## src/design/rcds_pkg.sv

```systemverilog
// Package for the radix conversion digit stack.
// Holds sizes, the controller/datapath command and status structs.
// No dependencies.
package rcds_pkg;

   localparam int MAX_DIGITS = 32;
   localparam int VALUE_W    = 31;
   localparam int BASE_W     = 8;
   localparam int DIGIT_W    = 8;
   localparam int ADDR_W     = $clog2(MAX_DIGITS);
   localparam int COUNT_W    = $clog2(MAX_DIGITS + 1);
   localparam int STEP_W     = $clog2(VALUE_W);

   localparam logic [BASE_W-1:0] MIN_BASE = BASE_W'(2);

   typedef struct packed {
      logic load;        // take a new request
      logic start;       // clear remainder and step counter
      logic step;        // one restoring division step
      logic push;        // push remainder onto the stack
      logic pop;         // pop top of stack into read register
      logic emit_digit;  // load output register with popped digit
      logic emit_error;  // load output register with the bad base result
   } rcds_cmd_type;

   typedef struct packed {
      logic base_bad;
      logic div_last;
      logic quot_zero;
      logic count_zero;
      logic out_free;
   } rcds_sts_type;

endpackage

```

## src/design/rcds_ctrl.sv

```systemverilog
// Controller state machine for the radix conversion digit stack.
// Sequences load, division, push, pop and emit. Depends on rcds_pkg.
module rcds_ctrl
   import rcds_pkg::*;
(
   input  logic         clock,
   input  logic         reset,
   input  logic         req_valid,
   output logic         req_stall,
   input  rcds_sts_type sts,
   output rcds_cmd_type cmd
);

   localparam logic [2:0] S_IDLE  = 3'd0;
   localparam logic [2:0] S_CHECK = 3'd1;
   localparam logic [2:0] S_DIV   = 3'd2;
   localparam logic [2:0] S_PUSH  = 3'd3;
   localparam logic [2:0] S_POP   = 3'd4;
   localparam logic [2:0] S_EMIT  = 3'd5;
   localparam logic [2:0] S_ERR   = 3'd6;

   logic [2:0] state_ff;
   logic [2:0] state_in;

   always_comb begin
      state_in = state_ff;
      cmd      = '0;
      unique case (state_ff)
         S_IDLE: begin
            if (req_valid) begin
               cmd.load = 1'b1;
               state_in = S_CHECK;
            end
         end
         S_CHECK: begin
            if (sts.base_bad) begin
               state_in = S_ERR;
            end else begin
               cmd.start = 1'b1;
               state_in  = S_DIV;
            end
         end
         S_DIV: begin
            cmd.step = 1'b1;
            if (sts.div_last) begin
               state_in = S_PUSH;
            end
         end
         S_PUSH: begin
            cmd.push = 1'b1;
            if (sts.quot_zero) begin
               state_in = S_POP;
            end else begin
               cmd.start = 1'b1;
               state_in  = S_DIV;
            end
         end
         S_POP: begin
            cmd.pop  = 1'b1;
            state_in = S_EMIT;
         end
         S_EMIT: begin
            if (sts.out_free) begin
               cmd.emit_digit = 1'b1;
               state_in = sts.count_zero ? S_IDLE : S_POP;
            end
         end
         S_ERR: begin
            if (sts.out_free) begin
               cmd.emit_error = 1'b1;
               state_in = S_IDLE;
            end
         end
         default: begin
            state_in = S_IDLE;
         end
      endcase
   end

   always_ff @(posedge clock) begin
      if (reset) begin
         state_ff <= S_IDLE;
      end else begin
         state_ff <= state_in;
      end
   end

   assign req_stall = (state_ff != S_IDLE);

endmodule

```

## src/design/rcds_dpath.sv

```systemverilog
// Datapath for the radix conversion digit stack: bit-serial divider,
// digit stack memory and output register. Depends on rcds_pkg.
module rcds_dpath
   import rcds_pkg::*;
(
   input  logic                clock,
   input  logic                reset,
   input  logic [VALUE_W-1:0]  req_value,
   input  logic [BASE_W-1:0]   req_base,
   input  rcds_cmd_type        cmd,
   output rcds_sts_type        sts,
   output logic                rsp_valid,
   input  logic                rsp_stall,
   output logic [DIGIT_W-1:0]  rsp_digit,
   output logic                rsp_last,
   output logic                rsp_bad_base
);

   logic [VALUE_W-1:0] quot_ff, quot_in;
   logic [BASE_W-1:0]  base_ff;
   logic [BASE_W-1:0]  rem_ff, rem_in;
   logic [STEP_W-1:0]  step_ff, step_in;
   logic [COUNT_W-1:0] count_ff, count_in;
   logic [COUNT_W-1:0] count_dec;
   logic [DIGIT_W-1:0] rd_ff;
   logic [DIGIT_W-1:0] stack_mem [MAX_DIGITS];

   logic               valid_ff, valid_in;
   logic [DIGIT_W-1:0] digit_ff;
   logic               last_ff;
   logic               bad_ff;

   logic [BASE_W:0]    trial;
   logic [BASE_W:0]    diff;
   logic               fits;

   // restoring division, one quotient bit per cycle
   assign trial = {rem_ff, quot_ff[VALUE_W-1]};
   assign diff  = trial - {1'b0, base_ff};
   assign fits  = (trial >= {1'b0, base_ff});

   assign count_dec = count_ff - COUNT_W'(1);

   always_comb begin
      quot_in  = quot_ff;
      rem_in   = rem_ff;
      step_in  = step_ff;
      count_in = count_ff;
      if (cmd.load) begin
         quot_in  = req_value;
         count_in = '0;
      end
      if (cmd.start) begin
         rem_in  = '0;
         step_in = '0;
      end else if (cmd.step) begin
         quot_in = {quot_ff[VALUE_W-2:0], fits};
         rem_in  = fits ? diff[BASE_W-1:0] : trial[BASE_W-1:0];
         step_in = step_ff + STEP_W'(1);
      end
      if (cmd.push && (count_ff < COUNT_W'(MAX_DIGITS))) begin
         count_in = count_ff + COUNT_W'(1);
      end else if (cmd.pop) begin
         count_in = count_dec;
      end
   end

   always_ff @(posedge clock) begin
      if (reset) begin
         quot_ff  <= '0;
         count_ff <= '0;
         rem_ff   <= '0;
         step_ff  <= '0;
      end else begin
         quot_ff  <= quot_in;
         count_ff <= count_in;
         rem_ff   <= rem_in;
         step_ff  <= step_in;
      end
   end

   always_ff @(posedge clock) begin
      if (cmd.load) begin
         base_ff <= req_base;
      end
   end

   always_ff @(posedge clock) begin
      if (cmd.push && (count_ff < COUNT_W'(MAX_DIGITS))) begin
         stack_mem[count_ff[ADDR_W-1:0]] <= rem_ff;
      end
   end

   always_ff @(posedge clock) begin
      if (cmd.pop) begin
         rd_ff <= stack_mem[count_dec[ADDR_W-1:0]];
      end
   end

   // output register
   always_comb begin
      valid_in = valid_ff;
      if (cmd.emit_digit || cmd.emit_error) begin
         valid_in = 1'b1;
      end else if (!rsp_stall) begin
         valid_in = 1'b0;
      end
   end

   always_ff @(posedge clock) begin
      if (reset) begin
         valid_ff <= 1'b0;
      end else begin
         valid_ff <= valid_in;
      end
   end

   always_ff @(posedge clock) begin
      if (cmd.emit_digit) begin
         digit_ff <= rd_ff;
         last_ff  <= (count_ff == '0);
         bad_ff   <= 1'b0;
      end else if (cmd.emit_error) begin
         digit_ff <= '0;
         last_ff  <= 1'b1;
         bad_ff   <= 1'b1;
      end
   end

   assign sts.base_bad   = (base_ff < MIN_BASE);
   assign sts.div_last   = (step_ff == STEP_W'(VALUE_W - 1));
   assign sts.quot_zero  = (quot_ff == '0);
   assign sts.count_zero = (count_ff == '0);
   assign sts.out_free   = !valid_ff || !rsp_stall;

   assign rsp_valid    = valid_ff;
   assign rsp_digit    = digit_ff;
   assign rsp_last     = last_ff;
   assign rsp_bad_base = bad_ff;

   a_count_bound: assert property (@(posedge clock) disable iff (reset)
      count_ff <= COUNT_W'(MAX_DIGITS))
      else $error("digit count beyond stack depth");

   a_no_empty_pop: assert property (@(posedge clock) disable iff (reset)
      cmd.pop |-> !sts.count_zero)
      else $error("pop from empty stack");

   a_no_overwrite: assert property (@(posedge clock) disable iff (reset)
      (cmd.emit_digit || cmd.emit_error) |-> sts.out_free)
      else $error("output register loaded while holding a stalled transfer");

   a_rem_below_base: assert property (@(posedge clock) disable iff (reset)
      cmd.step |=> (rem_ff < base_ff))
      else $error("remainder not below base after division step");

endmodule

```

## src/design/radix_conversion_digit_stack.sv

```systemverilog
// Radix conversion digit stack, top level. Instantiates rcds_ctrl and rcds_dpath.
// The first digit comes out after all D divisions, D = digits of the result (1 to 31);
//   each division runs in the bit-serial divider and is followed by a push.
// One item at a time: a new request is taken only after the last digit is emitted
//   (a stalled output holds this off); a bad base gives a single error result.
// Reset: synchronous, active high; clears the controller and output valid.
module radix_conversion_digit_stack
   import rcds_pkg::*;
(
   input  logic               clock,
   input  logic               reset,
   input  logic               req_valid,
   output logic               req_stall,
   input  logic [VALUE_W-1:0] req_value,
   input  logic [BASE_W-1:0]  req_base,
   output logic               rsp_valid,
   input  logic               rsp_stall,
   output logic [DIGIT_W-1:0] rsp_digit,
   output logic               rsp_last,
   output logic               rsp_bad_base
);

   rcds_cmd_type cmd;
   rcds_sts_type sts;

   rcds_ctrl u_ctrl (
      .clock     (clock),
      .reset     (reset),
      .req_valid (req_valid),
      .req_stall (req_stall),
      .sts       (sts),
      .cmd       (cmd)
   );

   rcds_dpath u_dpath (
      .clock        (clock),
      .reset        (reset),
      .req_value    (req_value),
      .req_base     (req_base),
      .cmd          (cmd),
      .sts          (sts),
      .rsp_valid    (rsp_valid),
      .rsp_stall    (rsp_stall),
      .rsp_digit    (rsp_digit),
      .rsp_last     (rsp_last),
      .rsp_bad_base (rsp_bad_base)
   );

endmodule

```

## config.mk

```make
export PLATFORM = sky130hd
export DESIGN_NAME = radix_conversion_digit_stack
export DESIGN_NICKNAME = d
export VERILOG_FILES = /design/src/design/rcds_pkg.sv /design/src/design/rcds_ctrl.sv /design/src/design/rcds_dpath.sv /design/src/design/radix_conversion_digit_stack.sv
export SDC_FILE = /design/constraint.sdc
export NUM_CORES = 1
export LEC_CHECK = 0
export ABC_AREA = 0
export BUFFER_PORTS_ARGS = -buffer_cell sky130_fd_sc_hd__buf_2
export CAP_MARGIN = 20
export CORE_ASPECT_RATIO = 0.9
export CORE_UTILIZATION = 30
export DETAILED_ROUTE_END_ITERATION = 8
export PLACE_DENSITY_LB_ADDON = 0.05
export SYNTH_ARGS = -nofsm -noshare
export SYNTH_HDL_FRONTEND = slang
export SYNTH_HIERARCHICAL = 1
export SYNTH_SLANG_ARGS = --single-unit
```

## constraint.sdc

```tcl
create_clock -name clock -period 5 [get_ports clock]
set_input_delay 1 -clock clock [delete_from_list [all_inputs] [get_ports clock]]
set_output_delay 1 -clock clock [all_outputs]
set_load 0.05 [all_outputs]
```

==> metrics.txt, run 1 <==
status complete, no violations; Peak VDD IR 0.1809 mV; vias in the first global route 8011; crit path capture type flip-flop; max-cap violations 0; setup ws final 1.803 ns; Post-Syn Nets 953; Routed Antenna Nets 0; Post-Syn Instances 894; Die Ht 207.3 µm; overall power 7.193 mW; Top FF cell, synth edfxtp_1; Post-CTS Repair Setup Buffers 0; crit path launch u_ctrl/state_ff[1]$_SDFFE_PP0P_; vias per inst 4.823; DP Cell Count 1522; Setup CP Type reg -> reg; Reg2Reg Launch Point u_ctrl/state_ff[1]$_SDFFE_PP0P_; Post-Route WL 34.61 mm; TNS Setup 0 ns; final setup violation count 0; Mapped Area 14050 µm²; drt wl/cell 21.70 µm; Synth cell types 68; Die Wd 230.2 µm; top-count cell post-synth edfxtp_1; placer congestion estimate 0.7309; number of detailed-route iterations in the first pass 4; Post-Place Cell Area 15030 µm²; crit-path max FO 15; Max Slew Vio Count 0; commonest cells in the netlist 281 x edfxtp_1, 82 x nor2_1, 64 x mux4_2; clk root buf clkbuf_16; hold slack 0.4707 ns; Vias 7693; unrepaired setup endpoints after global routing false; hpwl dp 21.63 mm; Final Cell Area 16280 µm²; ANT cells 0; post-synthesis sequential area ratio 67.87%; Worst Path Arrival 3.36 ns; Fin. Hold Viols 0; Reg2Reg Setup Slack 1.80 ns; CP required 5.16 ns; Hold WC Path Type reg -> reg; Least-Margin Pin Slew 0.9416 ns; Initial Util 30.67%; number of synthesized register bits 336; clock-pin transition on the worst setup and hold timing paths 0.06 ns; YS warnings 6; top post-synthesis cells by area edfxtp_1 60%, mux4_2 10%, dfxtp_1 7.8%; leading area contributor after synthesis edfxtp_1; gr ovfl total 0; clock skew 0.01600 ns; Critical Path Sink u_dpath/stack_mem[11][0]$_DFFE_PP_; Finished Core Util 35.53%; r2r endpoint u_dpath/stack_mem[11][0]$_DFFE_PP_; startpoint type of the worst setup path flip-flop; DR iter-0 viols 452; Hold Startpoint u_dpath/rsp_bad_base$_SDFFE_PP0P_; Clock Latency Late Sink 0.54 ns; relative slew slack 36.99%; synthesized area per cell 15.72 µm²; # port buffers 54; post-route minimum period 3.197 ns; R2R depth 4; Pwr Density 441.7 nW/µm²; # DRC 0; core area 45830 µm²; H-Tree Depth 2; Max Fclk 312.8 MHz; Max clock buf depth 3; first-pass GRT wire length 52.70 mm; Hold-fix buffers, CTS 0; period utilization 63.93%; initial antenna violation count 0; fraction of registers with async set/reset 0%; Num CTS Buffers 39; clock sinks 336; post-synth top area share 60.04%; largest net degree at the start of global routing 63; CTS tree done; Total GRT Usage 14.71%; DIE AREA 47720 µm²; Post-CTS Resized 0; pre-CTS setup slack 1.773 ns; P_leak 5.263 nW; non-filler cells, final 1595; # rows 74; io pins 55; nets 1015; Synth-to-Final Area Change 15.86%; Post-synth EDFFs 281; layout cell share with drive strength beyond 1 21.78%
## worst min-delay path by stage
stage | end | slack, ns | depth (start not counted)
floorplan | u_dpath/step_ff[4]$_SDFFE_PP0P_ | 0.47 | 2
global placement | u_dpath/rsp_bad_base$_SDFFE_PP0P_ | 0.46 | 2
detailed placement | u_dpath/rsp_bad_base$_SDFFE_PP0P_ | 0.47 | 2
CTS | u_dpath/rsp_bad_base$_SDFFE_PP0P_ | 0.48 | 2
global route | u_dpath/rsp_bad_base$_SDFFE_PP0P_ | 0.49 | 2
finish | u_dpath/rsp_bad_base$_SDFFE_PP0P_ | 0.47 | 2
## per-layer routing
| layer | GRT usage, % | up-vias | share of wire (%) |
|---|---|---|---|
| met5 | 0 | - | 0 |
| met4 | 3.745 | 0 | 1.8 |
| met3 | 2.802 | 48 | 3.6 |
| met2 | 22.59 | 137 | 46 |
| met1 | 21.27 | 3884 | 49 |
| li1 | - | 3624 | - |
## logic make-up after synthesis
family | synth area share [%]
flip-flops | 67.87
buffers and inverters | 2.261
multiplexers | 13.92
AND/OR/NAND/NOR | 7.647
adder cells (fa/ha/maj) | 1.478
AO/OA/AOI/OAI | 6.072
XOR/XNOR | 0.7478
## critical path, stage by stage (launching register included)
cell and delay (ns):
dfxtp_1 0.60, and3b_1 0.30, nor2b_1 0.52, nand2_1 0.53, nor2_1 0.87
## placed cells by master (no fill, tap or decap), types with 3 or more instances in the layout
master,n
edfxtp_1,281
nor2_1,81
mux4_2,64
nand2_1,56
buf_2,54
dfxtp_1,54
mux2i_1,50
clkbuf_16,40
a21oi_1,38
a211oi_1,34
inv_1,18
buf_4,15
nand3_1,14
ha_1,14
o21ai_0,13
clkbuf_1,11
nor4_1,9
o221ai_1,8
nand4_1,8
and2_1,8
clkinv_2,7
nor2b_1,7
clkinv_1,6
nand2b_1,6
a31oi_1,6
xnor2_1,5
xor2_1,5
nand3b_1,4
nor3_1,4
bufinv_16,3
or3_1,3
## state kept, by name (all words and copies together) (netlist names)
name,flops
u_dpath/count_ff,6
u_dpath/stack_mem,256
u_ctrl/state_ff,3
u_dpath/rd_ff,8
u_dpath/rsp_last,1
u_dpath/step_ff,5
u_dpath/base_ff,8
u_dpath/rsp_bad_base,1
u_dpath/rsp_valid,1
u_dpath/quot_ff,31
u_dpath/rem_ff,8
u_dpath/rsp_digit,8
## report_power, final
part           internal, mW  switching (mW)
clock                  1.63            1.14
sequential             3.15          0.0849
combinational         0.457           0.724
## layout make-up
type | instances | area, µm²
Multi-Input combinational cell | 490 | 4252
Inverter | 18 | 67.56
Tap cell | 608 | 760.7
Timing Repair Buffer | 71 | 422.9
Fill cell | 4376 | 29550
Clock inverter | 21 | 196.4
Sequential cell | 336 | 9543
Clock buffer | 51 | 1042
Power figures use the tool's default switching activity.
==> run 2: changes to the inputs <==
- ABC_AREA: 0 -> 1
- clock period: 5 -> 2.99 ns (I/O delays scaled with it)
==> metrics.txt, run 2 <==
layout cell share with drive strength beyond 1 13.47% (-8.3 points); Routed Antenna Nets 0 (unchanged); Max Fclk 403.6 MHz (+29%); R2R depth 6 (+2); hpwl dp 24.62 mm (+14%); Num CTS Buffers 40 (+2.6%); Synth-to-Final Area Change 16.86%; vias per inst 4.865 (+0.86%); Max Slew Vio Count 0 (unchanged); Least-Margin Pin Slew 0.8441 ns (-0.09749 ns); final setup violation count 0 (unchanged); Synth cell types 46 (-32%); Post-Place Cell Area 15560 µm² (+3.6%); Top FF cell, synth edfxtp_1; ANT cells 0 (unchanged); max-cap violations 0 (unchanged); Worst Path Arrival 2.65 ns (-0.71 ns); clock-pin transition on the worst setup and hold timing paths 0.06 ns (about the same); Final Cell Area 16790 µm² (+3.1%); first-pass GRT wire length 62.27 mm (+18%); Total GRT Usage 17.02% (+2.3 points); overall power 17.04 mW (+140%); core area 46920 µm² (+2.4%); Post-synth EDFFs 281 (unchanged); met1 Use GR 23.34% (+2.1 points); post-synthesis sequential area ratio 66.39% (-1.5 points); io pins 55 (unchanged); met2 Use GR 27.40% (+4.8 points); top post-synthesis cells by area edfxtp_1 59%, dfxtp_1 7.7%, nor2_1 6.6%; DIE AREA 48770 µm² (+2.2%); P_leak 5.974 nW (+13%); Max clock buf depth 3 (unchanged); Setup CP Type reg -> reg; Pwr Density 1015 nW/µm² (+130%); Post-CTS Repair Setup Buffers 0 (unchanged); Fin. Hold Viols 0 (unchanged); relative slew slack 43.64% (+6.6 points); vias in the first global route 9994 (+25%); Clock Latency Late Sink 0.55 ns (about the same); Post-Route WL 40.47 mm (+17%); CTS tree done; status complete, no violations; crit path capture type flip-flop; largest net degree at the start of global routing 134 (+110%); busiest layer in global routing met2; commonest non-fill, non-tap cell in the layout edfxtp_1; Post-CTS Resized 0 (unchanged); max FFs per register 256 (unchanged); Reg power frac 34.5% (-11 points); startpoint type of the worst setup path flip-flop; Switching Share 38.96% (+12 points); Mapped Area 14370 µm² (+2.2%); clock sinks 336 (unchanged); TNS Setup 0 ns (unchanged); number of synthesized register bits 336 (unchanged); Hold Startpoint req_base[4]; Initial Util 30.62% (-0.045 points); combinational share of power 38.0% (+22 points); DR iter-0 viols 550 (+22%); initial antenna violation count 1 (+1); # DRC 0 (unchanged); # rows 75 (+1.4%); placer congestion estimate 0.7495 (+2.5%); CP required 3.17 ns (-1.99 ns); Peak VDD IR 0.5656 mV (+210%); Hold WC Path Type in -> reg; YS warnings 6 (unchanged); crit-path max FO 9 (-6); post-synth top area share 58.73% (-1.3 points); Post-Syn Instances 1315 (+47%); Die Ht 209.6 µm (+1.1%); GR Util met3 3.043% (+0.24 points); fraction of registers with async set/reset 0% (unchanged); Reg2Reg Setup Slack 0.51 ns (-1.29 ns); r2r endpoint u_dpath/stack_mem[13][1]$_DFFE_PP_; synthesized area per cell 10.93 µm² (-31%); clock skew 0.01480 ns (-0.001195 ns); Die Wd 232.7 µm (+1.1%); top-count cell post-synth edfxtp_1; Clock Power Share 27.4% (-11 points); hold path depth 1 (-1); commonest cells in the netlist 281 x edfxtp_1, 251 x nor2_1, 143 x nand2_1; H-Tree Depth 2 (unchanged); number of detailed-route iterations in the first pass 5 (+1); unrepaired setup endpoints after global routing false; gr ovfl total 0 (unchanged); Vias 9929 (+29%); # port buffers 54 (unchanged); drt wl/cell 19.83 µm (-8.6%); clk root buf clkbuf_16; leading area contributor after synthesis edfxtp_1; Post-Syn Nets 1374 (+44%); post-route minimum period 2.478 ns (-0.7192 ns); switching power 6.638 mW (+240%); nets 1456 (+43%); hold-critical path endpoint u_dpath/base_ff[4]$_DFFE_PP_; Reg2Reg Launch Point u_ctrl/state_ff[1]$_SDFFE_PP0P_; commonest non-fill, non-tap cells in the layout 281 x edfxtp_1, 250 x nor2_1, 143 x nand2_1; period utilization 82.86% (+19 points); Hold-fix buffers, CTS 0 (unchanged); internal power 10.40 mW (+98%)
==> run 2: worst max-delay path: stages, from the launching register on <==
cell	delay, ns
dfxtp_1	0.54
nand2_2	0.14
nor2_2	0.13
nand2_1	0.16
inv_1	0.23
nand2_1	0.27
nor2_1	0.63
==> run 2: power by group through the flow <==
stage               combinational (mW)  sequential [mW]  clock [mW]
global route                      7.30             5.93        4.99
CTS                               6.64             5.89        4.84
detailed placement                6.63             5.98           0
floorplan                         4.41             5.91           0
global placement                  6.66             5.98           0
finish                            6.48             5.88        4.67
==> run 2: through the flow <==
stage | std cells | util [%] | worst slack [ns] | hold slack, ns
5_1_grt | 2041 | 35.78 | 0.2475 | 0.1894
4_1_cts | 2041 | 35.78 | 0.4686 | 0.1815
3_3_place_gp | 1971 | 33.17 | 0.5065 | 0.4597
3_5_place_dp | 1971 | 33.17 | 0.4671 | 0.4687
2_1_floorplan | 1315 | - | 0.5621 | 0.4538
6_report | 2041 | 35.78 | 0.5125 | 0.2212
==> run 2: cells by family (layout without fill, tap and decap cells) <==
family                     after synthesis  count (layout)  synth area share (%)
and+or+nand+nor                        528             528                 15.57
xor gates and xnor gates                 5               5                0.5661
buffers and inverters                  141             251                 4.302
AOI/OAI and AO/OA                      289             289                 11.72
DFF                                    336             336                 66.39
adders and majority gates               16              16                 1.446
==> run 2: worst max path at each step <==
stage / from / endpoint / slack [ns] / depth (start not counted)
after floorplan: u_ctrl/state_ff[1]$_SDFFE_PP0P_ / u_dpath/count_ff[4]$_SDFFE_PP0P_ / 0.56 / 11
after global placement: u_ctrl/state_ff[1]$_SDFFE_PP0P_ / u_dpath/stack_mem[13][7]$_DFFE_PP_ / 0.51 / 6
after detailed placement: u_ctrl/state_ff[1]$_SDFFE_PP0P_ / u_dpath/stack_mem[13][7]$_DFFE_PP_ / 0.47 / 6
after CTS: u_ctrl/state_ff[1]$_SDFFE_PP0P_ / u_dpath/stack_mem[13][1]$_DFFE_PP_ / 0.47 / 6
after global routing: u_ctrl/state_ff[1]$_SDFFE_PP0P_ / u_dpath/stack_mem[13][1]$_DFFE_PP_ / 0.25 / 6
final: u_ctrl/state_ff[1]$_SDFFE_PP0P_ / u_dpath/stack_mem[13][1]$_DFFE_PP_ / 0.51 / 6
==> run 2: area by class of cell <==
class	count	area, µm²
clock buffers	50	1060
repair buffers	112	755.7
inverters	69	266.5
fillers	4714	30130
clock inverters	20	168.9
multi-input cells	838	4225
flip-flops and latches	336	9543
well taps	616	770.7
==> run 2: layer usage <==
layer	routed length [µm]	share of wire, %	vias to the layer above
li1	-	-	4856
met1	18830	47	4861
met2	19190	47	158
met3	1482	3.7	54
met4	960	2.4	0
met5	0	0	-
